## config.mk

```make
export PLATFORM = sky130hd
export DESIGN_NAME = fan_tach_one_shot_capture
export DESIGN_NICKNAME = d
export VERILOG_FILES = /design/src/design/ftc_pkg.sv /design/src/design/fan_tach_one_shot_capture.sv /design/src/design/ftc_div.sv /design/src/design/ftc_front.sv /design/src/design/ftc_back.sv
export SDC_FILE = /design/constraint.sdc
export NUM_CORES = 1
export LEC_CHECK = 0
export BUFFER_PORTS_ARGS = -buffer_cell sky130_fd_sc_hd__clkbuf_2
export CORE_AREA = 4 4 223 269
export DETAILED_ROUTE_END_ITERATION = 10
export DIE_AREA = 0 0 227 273
export PLACE_DENSITY_LB_ADDON = 0.1
export RECOVER_POWER = 50
export SLEW_MARGIN = 15
export SYNTH_ARGS = -nofsm -noshare
export SYNTH_HDL_FRONTEND = slang
export SYNTH_SLANG_ARGS = --single-unit
```

## constraint.sdc

```tcl
create_clock -name i_clk -period 7.04 [get_ports i_clk]
set_input_delay 0.352 -clock i_clk [delete_from_list [all_inputs] [get_ports i_clk]]
set_output_delay 0.352 -clock i_clk [all_outputs]
set_load 0.03 [all_outputs]
```

## src/design/ftc_pkg.sv

```systemverilog
// shared types and constants of the fan tach one-shot capture block
// no dependencies
`default_nettype none

package ftc_pkg;

    localparam int STAMP_BITS = 16;
    localparam int FRAC_BITS  = 8;
    localparam int PERIOD_W   = STAMP_BITS + 1;
    localparam int CLK_W      = 20;
    localparam int FREQ_W     = 28;
    localparam int DIVD_W     = CLK_W + FRAC_BITS;
    localparam int RPM_W      = 33;
    localparam int COUNT_W    = 16;
    localparam int MS_W       = 32;
    localparam int CFG_MS_W   = 16;
    localparam int MUX_W      = 5;
    localparam int REQ_W      = 2;
    localparam int CFG_IDX_W  = 2;

    localparam logic [COUNT_W-1:0]  COUNT_MAX     = '1;
    localparam logic [CFG_MS_W-1:0] TIMEOUT_RESET = 16'd1000;
    localparam logic [CFG_MS_W-1:0] SETTLE_RESET  = 16'd10;
    localparam logic [CLK_W-1:0]    CLOCK_RESET   = 20'd10000;

    // request codes on the input channel
    localparam logic [REQ_W-1:0] REQ_TICK  = 2'd0;
    localparam logic [REQ_W-1:0] REQ_EDGE  = 2'd1;
    localparam logic [REQ_W-1:0] REQ_START = 2'd2;
    localparam logic [REQ_W-1:0] REQ_NONE  = 2'd3;

    // configuration register indexes
    localparam logic [CFG_IDX_W-1:0] CFG_TIMEOUT = 2'd0;
    localparam logic [CFG_IDX_W-1:0] CFG_SETTLE  = 2'd1;
    localparam logic [CFG_IDX_W-1:0] CFG_CLOCK   = 2'd2;

    typedef enum logic [1:0] {
        CMD_TICK,
        CMD_EDGE,
        CMD_START,
        CMD_NONE
    } t_kind;

    typedef struct packed {
        t_kind                 kind;
        logic [STAMP_BITS-1:0] stamp;
        logic [MUX_W-1:0]      mux;
    } t_cmd;

    typedef struct packed {
        logic valid;
        t_cmd cmd;
    } t_q_if;

endpackage

`default_nettype wire

```

## src/design/fan_tach_one_shot_capture.sv

```systemverilog
// top level of the fan tach one-shot capture block
// depends on ftc_pkg, ftc_front and ftc_back
//
// usage:
//   input channel (i_in_valid / o_in_stall) takes one item per handshake:
//   a millisecond tick, a tach edge with its capture stamp, or a one-shot
//   start with a mux selection. every item yields exactly one result on the
//   output channel (o_out_valid / i_out_stall).
//   an accepted item passes through the command queue and the back end to
//   the result register; an edge that measures a period also runs the
//   28-bit restoring divider before its result is registered.
//   the back end takes no new item until its result is loaded, so a
//   measuring edge holds later items in the queue while it divides.
//   a two-entry command queue sits between the front and the back end, so
//   items are taken while a result waits. when the receiver stalls, the
//   result register holds, the back end stops once its next result is
//   ready, and the queue fills until o_in_stall rises.
//   reset (synchronous, active low) clears all measurement state and loads
//   the default configuration; configuration is written through
//   i_cfg_we / i_cfg_index / i_cfg_data while the block is idle.
`default_nettype none

module fan_tach_one_shot_capture (
    input  wire logic                           i_clk,
    input  wire logic                           i_rst_n,
    input  wire logic                           i_in_valid,
    output logic                                o_in_stall,
    input  wire logic [ftc_pkg::REQ_W-1:0]      i_req_type,
    input  wire logic [ftc_pkg::STAMP_BITS-1:0] i_capture_stamp,
    input  wire logic [ftc_pkg::MUX_W-1:0]      i_mux_request,
    input  wire logic                           i_cfg_we,
    input  wire logic [ftc_pkg::CFG_IDX_W-1:0]  i_cfg_index,
    input  wire logic [ftc_pkg::CLK_W-1:0]      i_cfg_data,
    output logic                                o_out_valid,
    input  wire logic                           i_out_stall,
    output logic                                o_active,
    output logic                                o_done_pulse,
    output logic [ftc_pkg::FREQ_W-1:0]          o_frequency_q8,
    output logic [ftc_pkg::RPM_W-1:0]           o_rpm_q8,
    output logic [ftc_pkg::COUNT_W-1:0]         o_edge_count,
    output logic [ftc_pkg::PERIOD_W-1:0]        o_period_ticks,
    output logic                                o_timed_out,
    output logic [ftc_pkg::MUX_W-1:0]           o_mux_drive
);
    import ftc_pkg::*;

    t_q_if q;
    logic  pop;

    ftc_front u_front (
        .i_clk           (i_clk),
        .i_rst_n         (i_rst_n),
        .i_in_valid      (i_in_valid),
        .o_in_stall      (o_in_stall),
        .i_req_type      (i_req_type),
        .i_capture_stamp (i_capture_stamp),
        .i_mux_request   (i_mux_request),
        .o_q             (q),
        .i_pop           (pop)
    );

    ftc_back u_back (
        .i_clk          (i_clk),
        .i_rst_n        (i_rst_n),
        .i_q            (q),
        .o_pop          (pop),
        .i_cfg_we       (i_cfg_we),
        .i_cfg_index    (i_cfg_index),
        .i_cfg_data     (i_cfg_data),
        .o_out_valid    (o_out_valid),
        .i_out_stall    (i_out_stall),
        .o_active       (o_active),
        .o_done_pulse   (o_done_pulse),
        .o_frequency_q8 (o_frequency_q8),
        .o_rpm_q8       (o_rpm_q8),
        .o_edge_count   (o_edge_count),
        .o_period_ticks (o_period_ticks),
        .o_timed_out    (o_timed_out),
        .o_mux_drive    (o_mux_drive)
    );

endmodule

`default_nettype wire

```

## src/design/ftc_div.sv

```systemverilog
// iterative restoring divider, one quotient bit per cycle
// depends on ftc_pkg
`default_nettype none

module ftc_div (
    input  wire logic                        i_clk,
    input  wire logic                        i_rst_n,
    input  wire logic                        i_start,
    input  wire logic [ftc_pkg::DIVD_W-1:0]  i_dividend,
    input  wire logic [ftc_pkg::PERIOD_W-1:0] i_divisor,
    output logic                             o_done,
    output logic [ftc_pkg::DIVD_W-1:0]       o_quotient
);
    import ftc_pkg::*;

    localparam int CNT_W = $clog2(DIVD_W + 1);

    logic [CNT_W-1:0]    r_cnt;
    logic [PERIOD_W-1:0] r_div;
    logic [PERIOD_W-1:0] r_rem;
    logic [DIVD_W-1:0]   r_quo;
    logic                r_done;

    logic [PERIOD_W:0]   trial;
    logic                fits;

    assign trial = {r_rem, r_quo[DIVD_W-1]};
    assign fits  = trial >= {1'b0, r_div};

    always_ff @(posedge i_clk) begin
        if (!i_rst_n) begin
            r_cnt  <= '0;
            r_done <= 1'b0;
        end else begin
            r_done <= 1'b0;
            if (i_start) begin
                r_cnt <= CNT_W'(DIVD_W);
            end else if (r_cnt != '0) begin
                r_cnt <= r_cnt - 1'b1;
                if (r_cnt == CNT_W'(1)) begin
                    r_done <= 1'b1;
                end
            end
        end
    end

    always_ff @(posedge i_clk) begin
        if (i_start) begin
            r_div <= i_divisor;
            r_rem <= '0;
            r_quo <= i_dividend;
        end else if (r_cnt != '0) begin
            if (fits) begin
                r_rem <= PERIOD_W'(trial - {1'b0, r_div});
            end else begin
                r_rem <= trial[PERIOD_W-1:0];
            end
            r_quo <= {r_quo[DIVD_W-2:0], fits};
        end
    end

    assign o_done     = r_done;
    assign o_quotient = r_quo;

endmodule

`default_nettype wire

```

## src/design/ftc_front.sv

```systemverilog
// front end: accepts items, decodes the request and queues commands
// depends on ftc_pkg
`default_nettype none

module ftc_front (
    input  wire logic                           i_clk,
    input  wire logic                           i_rst_n,
    input  wire logic                           i_in_valid,
    output logic                                o_in_stall,
    input  wire logic [ftc_pkg::REQ_W-1:0]      i_req_type,
    input  wire logic [ftc_pkg::STAMP_BITS-1:0] i_capture_stamp,
    input  wire logic [ftc_pkg::MUX_W-1:0]      i_mux_request,
    output ftc_pkg::t_q_if                      o_q,
    input  wire logic                           i_pop
);
    import ftc_pkg::*;

    localparam int DEPTH = 2;

    t_cmd        r_mem [DEPTH];
    logic        r_wp;
    logic        r_rp;
    logic [1:0]  r_cnt;

    t_cmd        cmd;
    logic        push;
    logic        pop;

    always_comb begin
        cmd.stamp = i_capture_stamp;
        cmd.mux   = i_mux_request;
        unique case (i_req_type)
            REQ_TICK:  cmd.kind = CMD_TICK;
            REQ_EDGE:  cmd.kind = CMD_EDGE;
            REQ_START: cmd.kind = CMD_START;
            REQ_NONE:  cmd.kind = CMD_NONE;
            default:   cmd.kind = CMD_NONE;
        endcase
    end

    assign o_in_stall = r_cnt == 2'(DEPTH);
    assign push       = i_in_valid && !o_in_stall;
    assign pop        = i_pop && r_cnt != '0;

    always_ff @(posedge i_clk) begin
        if (!i_rst_n) begin
            r_wp  <= 1'b0;
            r_rp  <= 1'b0;
            r_cnt <= '0;
        end else begin
            if (push) begin
                r_wp <= ~r_wp;
            end
            if (pop) begin
                r_rp <= ~r_rp;
            end
            r_cnt <= r_cnt + {1'b0, push} - {1'b0, pop};
        end
    end

    always_ff @(posedge i_clk) begin
        if (push) begin
            r_mem[r_wp] <= cmd;
        end
    end

    assign o_q.valid = r_cnt != '0;
    assign o_q.cmd   = r_mem[r_rp];

endmodule

`default_nettype wire

```

## src/design/ftc_back.sv

```systemverilog
// back end: measurement state, one-shot control, divider and result register
// depends on ftc_pkg and ftc_div
`default_nettype none

module ftc_back (
    input  wire logic                            i_clk,
    input  wire logic                            i_rst_n,
    input  wire ftc_pkg::t_q_if                  i_q,
    output logic                                 o_pop,
    input  wire logic                            i_cfg_we,
    input  wire logic [ftc_pkg::CFG_IDX_W-1:0]   i_cfg_index,
    input  wire logic [ftc_pkg::CLK_W-1:0]       i_cfg_data,
    output logic                                 o_out_valid,
    input  wire logic                            i_out_stall,
    output logic                                 o_active,
    output logic                                 o_done_pulse,
    output logic [ftc_pkg::FREQ_W-1:0]           o_frequency_q8,
    output logic [ftc_pkg::RPM_W-1:0]            o_rpm_q8,
    output logic [ftc_pkg::COUNT_W-1:0]          o_edge_count,
    output logic [ftc_pkg::PERIOD_W-1:0]         o_period_ticks,
    output logic                                 o_timed_out,
    output logic [ftc_pkg::MUX_W-1:0]            o_mux_drive
);
    import ftc_pkg::*;

    localparam logic [1:0] ST_IDLE  = 2'd0;
    localparam logic [1:0] ST_DIV   = 2'd1;
    localparam logic [1:0] ST_CHECK = 2'd2;

    logic [1:0]            r_state;
    logic [CFG_MS_W-1:0]   r_timeout;
    logic [CFG_MS_W-1:0]   r_settle;
    logic [CLK_W-1:0]      r_clk_hz;
    logic [MS_W-1:0]       r_now;
    logic [MS_W-1:0]       r_last_edge;
    logic [MS_W-1:0]       r_start;
    logic [STAMP_BITS-1:0] r_prev;
    logic [PERIOD_W-1:0]   r_period;
    logic [PERIOD_W-1:0]   r_period_new;
    logic [FREQ_W-1:0]     r_freq;
    logic [COUNT_W-1:0]    r_count;
    logic                  r_busy;
    logic [MUX_W-1:0]      r_mux;
    logic                  r_out_valid;

    logic [STAMP_BITS-1:0] diff;
    logic [PERIOD_W-1:0]   period;
    logic                  div_start;
    logic                  div_done;
    logic [DIVD_W-1:0]     quotient;
    logic [MS_W-1:0]       since_start;
    logic [MS_W-1:0]       since_edge;
    logic                  timed_out;
    logic                  finish;
    logic [FREQ_W-1:0]     freq_show;
    logic                  load;
    logic                  take;

    assign diff   = i_q.cmd.stamp - r_prev;
    assign period = {diff == '0, diff};

    assign take      = r_state == ST_IDLE && i_q.valid;
    assign o_pop     = take;
    assign div_start = take && i_q.cmd.kind == CMD_EDGE && r_count != '0;

    ftc_div u_div (
        .i_clk      (i_clk),
        .i_rst_n    (i_rst_n),
        .i_start    (div_start),
        .i_dividend ({r_clk_hz, FRAC_BITS'(0)}),
        .i_divisor  (period),
        .o_done     (div_done),
        .o_quotient (quotient)
    );

    assign since_start = r_now - r_start;
    assign since_edge  = r_now - r_last_edge;
    assign timed_out   = since_edge > MS_W'(r_timeout);
    assign finish      = r_busy && since_start >= MS_W'(r_settle)
                         && (r_count >= COUNT_W'(2) || timed_out
                             || since_start > MS_W'(r_timeout));
    assign freq_show   = (timed_out || r_count < COUNT_W'(2)) ? '0 : r_freq;
    assign load        = r_state == ST_CHECK && (!r_out_valid || !i_out_stall);

    always_ff @(posedge i_clk) begin
        if (!i_rst_n) begin
            r_timeout <= TIMEOUT_RESET;
            r_settle  <= SETTLE_RESET;
            r_clk_hz  <= CLOCK_RESET;
        end else if (i_cfg_we) begin
            unique case (i_cfg_index)
                CFG_TIMEOUT: r_timeout <= i_cfg_data[CFG_MS_W-1:0];
                CFG_SETTLE:  r_settle  <= i_cfg_data[CFG_MS_W-1:0];
                CFG_CLOCK:   r_clk_hz  <= i_cfg_data;
                default:     ;
            endcase
        end
    end

    always_ff @(posedge i_clk) begin
        if (!i_rst_n) begin
            r_state     <= ST_IDLE;
            r_now       <= '0;
            r_last_edge <= '0;
            r_start     <= '0;
            r_prev      <= '0;
            r_period    <= '0;
            r_freq      <= '0;
            r_count     <= '0;
            r_busy      <= 1'b0;
            r_mux       <= '0;
            r_out_valid <= 1'b0;
        end else begin
            if (load) begin
                r_out_valid <= 1'b1;
            end else if (!i_out_stall) begin
                r_out_valid <= 1'b0;
            end
            unique case (r_state)
                ST_IDLE: begin
                    if (take) begin
                        r_state <= ST_CHECK;
                        unique case (i_q.cmd.kind)
                            CMD_TICK: begin
                                r_now <= r_now + 1'b1;
                            end
                            CMD_EDGE: begin
                                r_prev      <= i_q.cmd.stamp;
                                r_last_edge <= r_now;
                                if (r_count == '0) begin
                                    r_count <= COUNT_W'(1);
                                end else begin
                                    r_period_new <= period;
                                    r_state      <= ST_DIV;
                                    if (r_count != COUNT_MAX) begin
                                        r_count <= r_count + 1'b1;
                                    end
                                end
                            end
                            CMD_START: begin
                                r_mux       <= i_q.cmd.mux;
                                r_count     <= '0;
                                r_freq      <= '0;
                                r_prev      <= '0;
                                r_period    <= '0;
                                r_last_edge <= r_now;
                                r_start     <= r_now;
                                r_busy      <= 1'b1;
                            end
                            CMD_NONE: ;
                            default: ;
                        endcase
                    end
                end
                ST_DIV: begin
                    if (div_done) begin
                        r_freq   <= quotient;
                        r_period <= r_period_new;
                        r_state  <= ST_CHECK;
                    end
                end
                ST_CHECK: begin
                    if (load) begin
                        if (finish) begin
                            r_busy <= 1'b0;
                        end
                        r_state <= ST_IDLE;
                    end
                end
                default: r_state <= ST_IDLE;
            endcase
        end
    end

    always_ff @(posedge i_clk) begin
        if (load) begin
            o_active       <= r_busy && !finish;
            o_done_pulse   <= finish;
            o_frequency_q8 <= freq_show;
            o_rpm_q8       <= {freq_show, 5'b0} - {4'b0, freq_show, 1'b0};
            o_edge_count   <= r_count;
            o_period_ticks <= r_period;
            o_timed_out    <= timed_out;
            o_mux_drive    <= r_mux;
        end
    end

    assign o_out_valid = r_out_valid;

endmodule

`default_nettype wire

```

==> results of run 1 <==
-- path summary, 6_finish.rpt --
kind	end	slack, ps	cells past startpoint
min	u_back.r_clk_hz[1]	40	3
max reg2reg	u_back.o_rpm_q8[27]	220	34
min reg2reg	u_back.o_period_ticks[14]	430	0
max	u_back.o_rpm_q8[27]	220	34
-- layout make-up --
class	count	area share, %
Clock buffer	61	4.92
Clock inverter	35	1.36
Inverter	216	2.73
Multi-Input combinational cell	2034	44.4
Sequential cell	470	38.4
Tap cell	735	3.10
Timing Repair Buffer	264	5.10
-- placed cells by master, fill, tap and decap left out, types with 14 or more instances in the layout --
| master | instances |
|---|---|
| nand2b_1 | 35 |
| buf_4 | 78 |
| and2_1 | 42 |
| dlygate4sd3_1 | 26 |
| nor2b_1 | 29 |
| nand3_1 | 86 |
| a21oi_1 | 153 |
| nor2_1 | 122 |
| and2_0 | 15 |
| o211ai_1 | 14 |
| o21ai_0 | 133 |
| xnor2_1 | 79 |
| nor3_1 | 32 |
| inv_1 | 212 |
| mux2i_1 | 17 |
| clkbuf_16 | 56 |
| dfxtp_1 | 269 |
| a211oi_1 | 17 |
| nand2_1 | 514 |
| and3_1 | 25 |
| mux2_2 | 14 |
| a21boi_0 | 175 |
| edfxtp_1 | 200 |
| clkbuf_2 | 31 |
| nand4_1 | 36 |
| a21o_1 | 52 |
| ha_1 | 169 |
| xor2_1 | 37 |
| o21a_1 | 22 |
| clkbuf_1 | 127 |
-- per-stage QoR --
| stage | power, uW | setup WS, ps | hold WS [ps] |
|---|---|---|---|
| after floorplan | 5600 | 6.69 | 408 |
| after global placement | 6330 | 107 | 415 |
| after detailed placement | 6400 | -23.9 | 421 |
| after CTS | 9370 | 6.23 | 4.92 |
| after global routing | 9820 | -165 | 25.3 |
| final | 9240 | 221 | 43.8 |
-- tightest hold or removal path, stage by stage --
cell and delay, ps:
clkbuf_2 120, nand2_1 60, a21boi_0 60
-- timing repair --
action                                 in CTS  in global routing
setup endpoints to repair                   5                 20
pin swaps                                   2                 35
endpoints found under the hold margin      50                  0
buffers inserted                            1                  8
cloned                                      0                  0
gates resized for setup                     3                 49
hold buffers                               26                  0
-- where the power goes --
part           switching (uW)  total [uW]  internal, uW  leakage (uW)
registers                 181        3560          3380       0.00408
clock network            1170        2920          1750      0.000905
logic                    1840        2760           913       0.00709
total                    3200        9240          6040        0.0121
-- sequential cells by signal, indices dropped and copies added (netlist names), 16 cells and up, named ones only --
name / cells
u_back.r_prev: 16
u_back.r_period_new: 17
u_back.r_settle: 16
u_back.u_div.r_div: 17
u_back.r_timeout: 16
u_back.u_div.r_rem: 17
u_back.r_period: 17
u_back.u_div.o_quotient: 28
u_front.r_mem: 46
u_back.o_period_ticks: 17
u_back.r_now: 32
u_back.r_freq: 28
u_back.r_count: 16
u_back.r_clk_hz: 20
u_back.r_last_edge: 32
u_back.r_start: 32
u_back.o_rpm_q8: 31
u_back.o_frequency_q8: 28
u_back.o_edge_count: 16
-- metal layers --
layer | routed length (um) | GRT usage, %
met3 | 2460 | 2.69
met1 | 29500 | 27.2
met5 | 21 | 0
met4 | 1680 | 5.73
met2 | 32200 | 36.1
-- cells by family (layout without fill, tap and decap cells) --
kind of cell | after synthesis | in the layout | synth area share (%)
AOI/OAI and AO/OA | 696 | 696 | 18.1
adders and majority gates | 182 | 182 | 8.98
xor gates and xnor gates | 116 | 116 | 3.96
other | 1 | 1 | 0.0146
DFF | 470 | 470 | 44.5
and+or+nand+nor | 1007 | 1007 | 18.0
muxes | 32 | 32 | 1.34
buffers and inverters | 342 | 576 | 5.09
==> impl_metrics.csv, run 1 <==
group,metric,value,unit
timing,finClkSkew,20.8,ps
job,maxCapViolCount,4,
timing,slew_violations,186,
yosys,syn_area_per_cell,9.01,sq um
final_layout,syn2layout_area_growth,15.9,%
yosys,synth.top_cells.by_area,"edfxtp_1 23%, dfxtp_1 21%, ha_1 8.6%",
placement,hpwl,48900,um
hold_path,hp-class,"primary input to flop",
route,vias_per_cell,5.34,
yosys,ys.flop_type,"dfxtp_1",
outcome,violations,"max-capacitance violations, max-slew violations",
hold_path,hold_start,"i_cfg_data[1]",
worst_setup_path,worstSetupStartpoint,"u_back.r_now[0]",
die,start_util,44.9,%
die,die_width,227,um
worst_setup_path,rr_startpoint,"u_back.r_now[0]",
placement,port_buffers,152,
worst_setup_path,cp_slowest_cell,"a2111o_1",
worst_setup_path,worstPathMaxFanout,4,
timing,setup_viol,0,
die,core_area,57100,sq um
outcome,status,"finished, violations left",
worst_setup_path,startpoint_type,"flop",
yosys,synth_top_area_share,23.4,%
yosys,ys_ff_latch,470,
placement,place_congestion,0.916,
yosys,synth_cell_types,89,
global_routing,grt_antenna_before_repair,2,
yosys,synth_cells,2846,
yosys,ys_seq_area_share,44.5,%
clock_network,clock_path_buffers,3,
yosys,synth_top_area_cell,"edfxtp_1",
final_layout,finalNonFillerCells,3815,
route,firstDrtPassIters,5,
yosys,yosys_warnings,0,
route,drtIter0Drc,962,
yosys,synth.most_common_cell,"nand2_1",
clock_network,cts_buffers,51,
yosys,syn_nets,3076,
final_layout,finish.instance_area,29700,sq um
global_routing,grt_pass1_vias,19800,
timing,fin_crit_sh,96.9,%
placement,place_area,27500,sq um
final_layout,diodes,0,
clock_network,path_clk_slew,70,ps
clock_network,cts_tree,"done",
yosys,ys_async_sr_fraction,0,%
timing,finalSetupTns,0,ps
die,num_rows,96,
die,io_pins,154,
worst_setup_path,crit_type,"flop to flop",
route,drc,0,
yosys,syn-cell-area,25600,sq um
final_layout,sequential_cell_area,11400,sq um
clock_network,htreeDepth,2,
yosys,synth_edf_count,200,
timing,slew_headroom,-114,%
final_layout,fill_cells,5423,
timing,tightest_slew,3210,ps
global_routing,grt_pass1_wl,105000,um
worst_setup_path,cp_common_cell,"nor2_4",
timing,final_hold_viol_count,0,
clock_network,root_buffer,"clkbuf_16",
route,vias,20400,
clock_network,clock_latency,600,ps
final_layout,drive_gt1_share,9.45,%
timing,rsz0062_at_grt,"yes",
yosys,yosys-top-cells-count,"519 x nand2_1, 270 x dfxtp_1, 215 x inv_1, 200 x edfxtp_1, 176 x ha_1",
clock_network,cts.sinks,470,
worst_setup_path,crit_family,"compound AO/OA/AOI/OAI gates",
worst_setup_path,required,7370,ps
final_layout,multiInputGateArea,13200,sq um
worst_setup_path,cp_num_buf_inv,3,
global_routing,gr-total-overflow,0,
global_routing,gr-usage-all-layers,20.7,%
die,die_y,273,um
placement,dp_cells,3684,
worst_setup_path,arrival,7150,ps
route,routed_wl,65900,um
final_layout,fin_nets,3267,
worst_setup_path,end_kind,"flop",
route,wire_per_inst,17.3,um
power_and_ir_drop,peakVddDrop,0.205,mV
global_routing,grt_max_degree,78,
power_and_ir_drop,powerDensity,311,nW/um^2
route,ant_nets,0,
die,die_area,62000,sq um
power_and_ir_drop,power.leakage,0.0121,uW
timing,finalCriticalPeriod,6820,ps
timing,fmax,147,MHz
worst_setup_path,cpPeakStageDelay,420,ps
final_layout,final_util,52.1,%
Power figures use the tool's default switching activity.
==> run 2: changes to the inputs <==
--- a/config.mk
+++ b/config.mk
@@ -5,10 +5,10 @@
 export SDC_FILE = /design/constraint.sdc
 export NUM_CORES = 1
 export LEC_CHECK = 0
-export BUFFER_PORTS_ARGS = -buffer_cell sky130_fd_sc_hd__clkbuf_2
 export CORE_AREA = 4 4 223 269
 export DETAILED_ROUTE_END_ITERATION = 10
 export DIE_AREA = 0 0 227 273
+export DONT_BUFFER_PORTS = 1
 export PLACE_DENSITY_LB_ADDON = 0.1
 export RECOVER_POWER = 50
 export SLEW_MARGIN = 15
==> run 2 against run 1 <==
Against the previous run:
- the run still ends with max-capacitance violations, max-slew violations left
- non-clock buffer count fell by 122
- fmax about the same
- flip-flop and latch count unchanged
- combinational power is 12% lower
- core utilization shrank 0.79 points
- sequential power is 7.9% higher
- count of clock-buffer cells in the layout up 11
- first-iteration DRC count grew 0.21%
- worst setup slack gained 4.0 ps
- critical path type unchanged
- largest power group unchanged
==> impl_metrics.csv, run 2 (same netlist as run 1, synthesis figures left out) <==
group,metric,value,unit
outcome,status,"finished, violations left",
outcome,violations,"max-capacitance violations, max-slew violations",
final_layout,regMostFlops,"u_front.r_mem",
timing,setup_viol,0,
placement,place_congestion,0.914,
global_routing,grt_pass1_vias,19400,
timing,tightest_slew,3940,ps
global_routing,grt_antenna_before_repair,4,
worst_setup_path,crit_type,"flop to flop",
clock_network,htreeDepth,2,
route,vias_per_cell,5.38,
route,firstDrtPassIters,5,
final_layout,largest_register_ffs,46,
hold_path,hp-class,"primary input to flop",
clock_network,path_clk_slew,60,ps
die,die_y,273,um
final_layout,mostFrequentLayoutCells,"515 x nand2_1, 269 x dfxtp_1, 212 x inv_1",
job,maxCapViolCount,4,
clock_network,cts.sinks,470,
die,die_width,227,um
worst_setup_path,startpoint_type,"flop",
die,start_util,44.9,%
worst_setup_path,cp_slowest_cell,"a2111o_1",
placement,hpwl,49100,um
final_layout,drive_gt1_share,8.55,%
worst_setup_path,required,7380,ps
worst_setup_path,end_kind,"flop",
die,core_area,57100,sq um
power_and_ir_drop,pwr-share-comb,27.0,%
timing,fin_crit_sh,96.8,%
final_layout,finalNonFillerCells,3696,
die,io_pins,154,
final_layout,sequential_cell_area,11400,sq um
global_routing,gr-usage-all-layers,21.1,%
die,die_area,62000,sq um
clock_network,root_buffer,"clkbuf_16",
timing,slew_violations,343,
power_and_ir_drop,powerDensity,306,nW/um^2
worst_setup_path,cpPeakStageDelay,390,ps
route,routed_wl,66700,um
final_layout,syn2layout_area_growth,14.1,%
global_routing,grt_max_degree,225,
placement,port_buffers,0,
power_and_ir_drop,power.leakage,0.0119,uW
global_routing,gr-total-overflow,0,
clock_network,cts_tree,"done",
timing,finClkSkew,29.4,ps
route,vias,19900,
timing,fmax,147,MHz
timing,finalSetupTns,0,ps
timing,finalCriticalPeriod,6820,ps
timing,final.setup.worst_slack,225,ps
power_and_ir_drop,seqPwrFrac,42.9,%
die,num_rows,96,
clock_network,clock_latency,610,ps
worst_setup_path,arrival,7160,ps
clock_network,clock_path_buffers,3,
worst_setup_path,worstPathMaxFanout,5,
final_layout,fill_cells,5256,
timing,slew_headroom,-163,%
final_layout,fin_nets,3145,
timing,final_hold_viol_count,0,
global_routing,grt_pass1_wl,106000,um
power_and_ir_drop,peakVddDrop,0.183,mV
power_and_ir_drop,switching_share,34.8,%
final_layout,multiInputGateArea,13200,sq um
power_and_ir_drop,switching_power,3120,uW
power_and_ir_drop,p_clk_share,30.1,%
route,ant_nets,0,
placement,dp_cells,3536,
route,wire_per_inst,18.1,um
placement,pre_cts_ws,-5.30,ps
clock_network,cts_buffers,51,
route,drc,0,
route,drtIter0Drc,964,
final_layout,final_common_cell,"nand2_1",
power_and_ir_drop,intPower,5840,uW
## run 2: cell types whose count changed in the layout (fill, tap and decap cells not counted), sizes merged
cell,before,now
dlygate4sd3,26,50
diode,0,3
clkinvlp,6,4
inv,220,219
buf,81,86
clkinv,18,14
bufinv,7,3
clkbuf,218,78
## run 2: power by group through the flow
| stage | Clock (uW) | Sequential, uW | Combinational [uW] |
|---|---|---|---|
| finish | 2700 | 3840 | 2420 |
| global route | 2900 | 3880 | 2740 |
| CTS | 2780 | 3840 | 2440 |
| floorplan | 0 | 3850 | 1750 |
| detailed placement | 0 | 3900 | 2370 |
| global placement | 0 | 3890 | 2330 |
## run 2: stage by stage
stage | utilization [%] | area (sq um) | power (uW) | hold slack (ps)
2_1_floorplan | - | 25700 | 5600 | 408
3_3_place_gp | 46.9 | 26800 | 6210 | 415
3_5_place_dp | 46.9 | 26800 | 6270 | 423
4_1_cts | 50.9 | 29100 | 9060 | 15.1
5_1_grt | 51.3 | 29300 | 9520 | 68.0
6_report | 51.3 | 29300 | 8960 | 54.3
## run 2: area by class of cell
type / instances / share of cell area (%)
antenna: 3 / 0.0257
clock buffer: 72 / 5.01
clock inverter: 24 / 0.868
inverter: 216 / 2.77
multi-input combinational: 2034 / 45.0
sequential: 470 / 39.0
tap: 735 / 3.14
timing repair buffer: 142 / 4.20
## run 2: layer usage
metal  part of all wire, %  routed length (um)  GRT usage (%)  up-vias
li1                      -                   -              -    10100
met1                    44               29600           27.5     9353
met2                    49               32700           36.5      361
met3                   3.8                2520           2.89      106
met4                   2.8                1860           6.26        2
met5                 0.010                   7              0        -
## run 2: final timing paths
path | from | end | slack [ps] | cells past startpoint
min | i_rst_n | u_back.r_count[7] | 50 | 4
min reg2reg | u_back.r_period[2] | u_back.o_period_ticks[2] | 440 | 0
max reg2reg | u_back.r_now[0] | u_back.o_rpm_q8[27] | 220 | 34
max | u_back.r_now[0] | u_back.o_rpm_q8[27] | 220 | 34
## run 2: worst max-delay path, delay by kind of cell (launching register included)
| family | cells | cell delay [ps] |
|---|---|---|
| buf+inv | 4 | 590 |
| flops | 1 | 330 |
| xor+xnor | 2 | 270 |
| compound gates | 13 | 2760 |
| simple gates | 10 | 1110 |
| fa+ha+maj | 5 | 1500 |
## run 2: timing repair
| action | in CTS | in global routing |
|---|---|---|
| resized for setup | 5 | 36 |
| hold buffers | 51 | 0 |
| buffers inserted | 2 | 6 |
| pin swaps | 9 | 29 |
| endpoints found under the setup margin | 2 | 17 |
| cloned | 0 | 1 |
| hold endpoints to repair | 278 | 0 |
==> run 3: changes to the inputs <==
--- a/config.mk
+++ b/config.mk
@@ -5,9 +5,9 @@
 export SDC_FILE = /design/constraint.sdc
 export NUM_CORES = 1
 export LEC_CHECK = 0
-export CORE_AREA = 4 4 223 269
+export CORE_AREA = 2 2 221 267
 export DETAILED_ROUTE_END_ITERATION = 10
-export DIE_AREA = 0 0 227 273
+export DIE_AREA = 0 0 223 269
 export DONT_BUFFER_PORTS = 1
 export PLACE_DENSITY_LB_ADDON = 0.1
 export RECOVER_POWER = 50
==> constraint.sdc (replaced) <==
create_clock -name i_clk -period 5.6 [get_ports i_clk]
set_input_delay 0.28 -clock i_clk [delete_from_list [all_inputs] [get_ports i_clk]]
set_output_delay 0.28 -clock i_clk [all_outputs]
set_load 0.03 [all_outputs]
==> run 3 against run 2 <==
Against the previous run:
- the run ends with max-capacitance violations, max-slew violations, negative setup slack left
- final cell count grew 6.2%
- critical path type unchanged
- combinational power rose by 36%
- worst hold slack got worse by 3.8 ps
- register-to-register slack lost 1300 ps
- worst setup slack got worse by 1300 ps
- sequential power up 26%
==> impl_metrics.csv, run 3 (same netlist as run 1, synthesis figures left out) <==
group,metric,value,unit
route,ant_nets,0,
route,drc,0,
hold_path,hold_start,"i_rst_n",
route,vias_per_cell,5.25,
placement,port_buffers,0,
timing,finalCriticalPeriod,6650,ps
route,wl_met3,1830,um
worst_setup_path,rr_startpoint,"u_back.r_now[0]",
global_routing,gr-usage-all-layers,21.9,%
clock_network,path_clk_slew,60,ps
placement,place_congestion,0.924,
route,wire_per_inst,17.1,um
worst_setup_path,end_kind,"flop",
die,io_pins,154,
global_routing,grt_max_degree,227,
timing,fin_crit_sh,119,%
final_layout,final_common_cell,"nand2_1",
worst_setup_path,r2r_cells,34,
route,firstDrtPassIters,5,
final_layout,drive_gt1_share,16.0,%
hold_path,min_to,"u_back.r_count[2]",
power_and_ir_drop,seqPwrFrac,42.2,%
worst_setup_path,r2r_end,"u_back.o_rpm_q8[20]",
worst_setup_path,worstPathMaxFanout,4,
die,num_rows,97,
clock_network,cts_tree,"done",
final_layout,fin_nets,3369,
die,die_width,223,um
power_and_ir_drop,switching_power,3970,uW
hold_path,hp-class,"primary input to flop",
power_and_ir_drop,powerDensity,367,nW/um^2
route,dr.max_layer_used,"met4",
outcome,violations,"max-capacitance violations, max-slew violations, negative setup slack",
timing,rsz0062_at_grt,"yes",
timing,final.setup.worst_slack,-1050,ps
clock_network,cts_buffers,50,
power_and_ir_drop,p_clk_share,29.1,%
placement,hpwl,50100,um
clock_network,clock_latency,600,ps
final_layout,regMostFlops,"u_front.r_mem",
placement,dp_cells,3761,
worst_setup_path,cp_slowest_cell,"or4_4",
clock_network,clock_path_buffers,3,
final_layout,syn2layout_area_growth,21.5,%
power_and_ir_drop,switching_share,34.7,%
job,maxCapViolCount,3,
worst_setup_path,r2r_slack,-1050,ps
global_routing,grt_pass1_vias,20100,
route,routed_wl,67300,um
global_routing,gr-total-overflow,0,
power_and_ir_drop,pwr-share-comb,28.7,%
timing,slew_violations,318,
die,core_area,57600,sq um
die,start_util,44.5,%
route,met1Wirelength,30100,um
hold_path,holdPathStages,3,
global_routing,grt_pass1_wl,106000,um
power_and_ir_drop,peakVddDrop,0.238,mV
power_and_ir_drop,intPower,7470,uW
timing,final_hold_viol_count,0,
route,drtIter0Drc,1013,
final_layout,mostFrequentLayoutCells,"511 x nand2_1, 302 x buf_4, 268 x dfxtp_1",
timing,fmax,150,MHz
power_and_ir_drop,power.leakage,0.0130,uW
worst_setup_path,arrival,7000,ps
clock_network,root_buffer,"clkbuf_16",
clock_network,cts.sinks,470,
timing,slew_headroom,-160,%
timing,tightest_slew,3900,ps
final_layout,largest_register_ffs,46,
worst_setup_path,crit_type,"flop to flop",
die,die_area,60000,sq um
global_routing,grt_antenna_before_repair,3,
worst_setup_path,startpoint_type,"flop",
clock_network,htreeDepth,2,
final_layout,finalNonFillerCells,3925,
timing,setup_viol,29,
die,die_y,269,um
worst_setup_path,cpPeakStageDelay,450,ps
outcome,status,"finished, violations left",
route,vias,20600,
route,route.met2.wl,33700,um
worst_setup_path,required,5950,ps
timing,finClkSkew,17.1,ps
timing,fin_hold_ws,50.5,ps
run 3: per-stage QoR:
stage                     setup slack (ps)  utilization, %  power, uW  instance area, sq um  setup TNS, ps
after floorplan                      -1150               -       7030                 25800         -19500
after global placement               -1140            49.5       7910                 28500         -21810
after detailed placement             -1210            49.5       7990                 28500         -23870
after CTS                            -1030            53.6      11500                 30900         -20510
after global routing                 -1400            54.0      12100                 31100         -29960
final                                -1050            54.0      11400                 31100         -21010
run 3: worst max path at each step:
stage | to | startpoint | cells past startpoint | slack [ps]
after CTS | u_back.o_rpm_q8[27] | u_back.r_now[0] | 35 | -1030
after global placement | u_back.o_rpm_q8[30] | u_back.r_now[0] | 38 | -1140
after detailed placement | u_back.o_rpm_q8[27] | u_back.r_now[0] | 35 | -1210
after floorplan | u_back.o_rpm_q8[29] | u_back.r_now[0] | 35 | -1150
after global routing | u_back.o_rpm_q8[27] | u_back.r_now[0] | 35 | -1400
final | u_back.o_rpm_q8[20] | u_back.r_now[0] | 34 | -1050
run 3: per-layer routing:
| layer | vias to the layer above | global-route usage (%) |
|---|---|---|
| met5 | - | 0 |
| met2 | 312 | 39.3 |
| met3 | 94 | 2.48 |
| met1 | 9722 | 27.8 |
| met4 | 0 | 6.49 |
| li1 | 10500 | - |
run 3: area by class of cell:
class	count	area (sq um)
Antenna cell	3	7.51
Multi-Input combinational cell	2034	13400
Clock inverter	25	273
Fill cell	5248	26500
Timing Repair Buffer	367	2930
Sequential cell	470	11400
Tap cell	742	928
Clock buffer	68	1380
Inverter	216	811
run 3: critical path: cells and delay by family (launching register included):
| kind | cells | cell delay (ps) |
|---|---|---|
| flops | 1 | 330 |
| fa+ha+maj | 4 | 1000 |
| compound gates | 13 | 2550 |
| buf+inv | 5 | 670 |
| xor+xnor | 2 | 300 |
| simple gates | 10 | 1560 |
run 3: repair_timing:
action,4_1_cts,5_1_grt
pin swaps,26,12
buffers inserted,11,8
hold buffers,51,0
endpoints found under the hold margin,291,0
gates cloned,0,1
endpoints found under the setup margin,28,29
resized for setup,29,52
run 3: power groups by stage:
stage	clock network, uW	registers (uW)	logic, uW
2_1_floorplan	0	4820	2210
3_3_place_gp	0	4880	3030
3_5_place_dp	0	4890	3100
4_1_cts	3420	4820	3290
5_1_grt	3550	4890	3680
6_report	3330	4830	3280
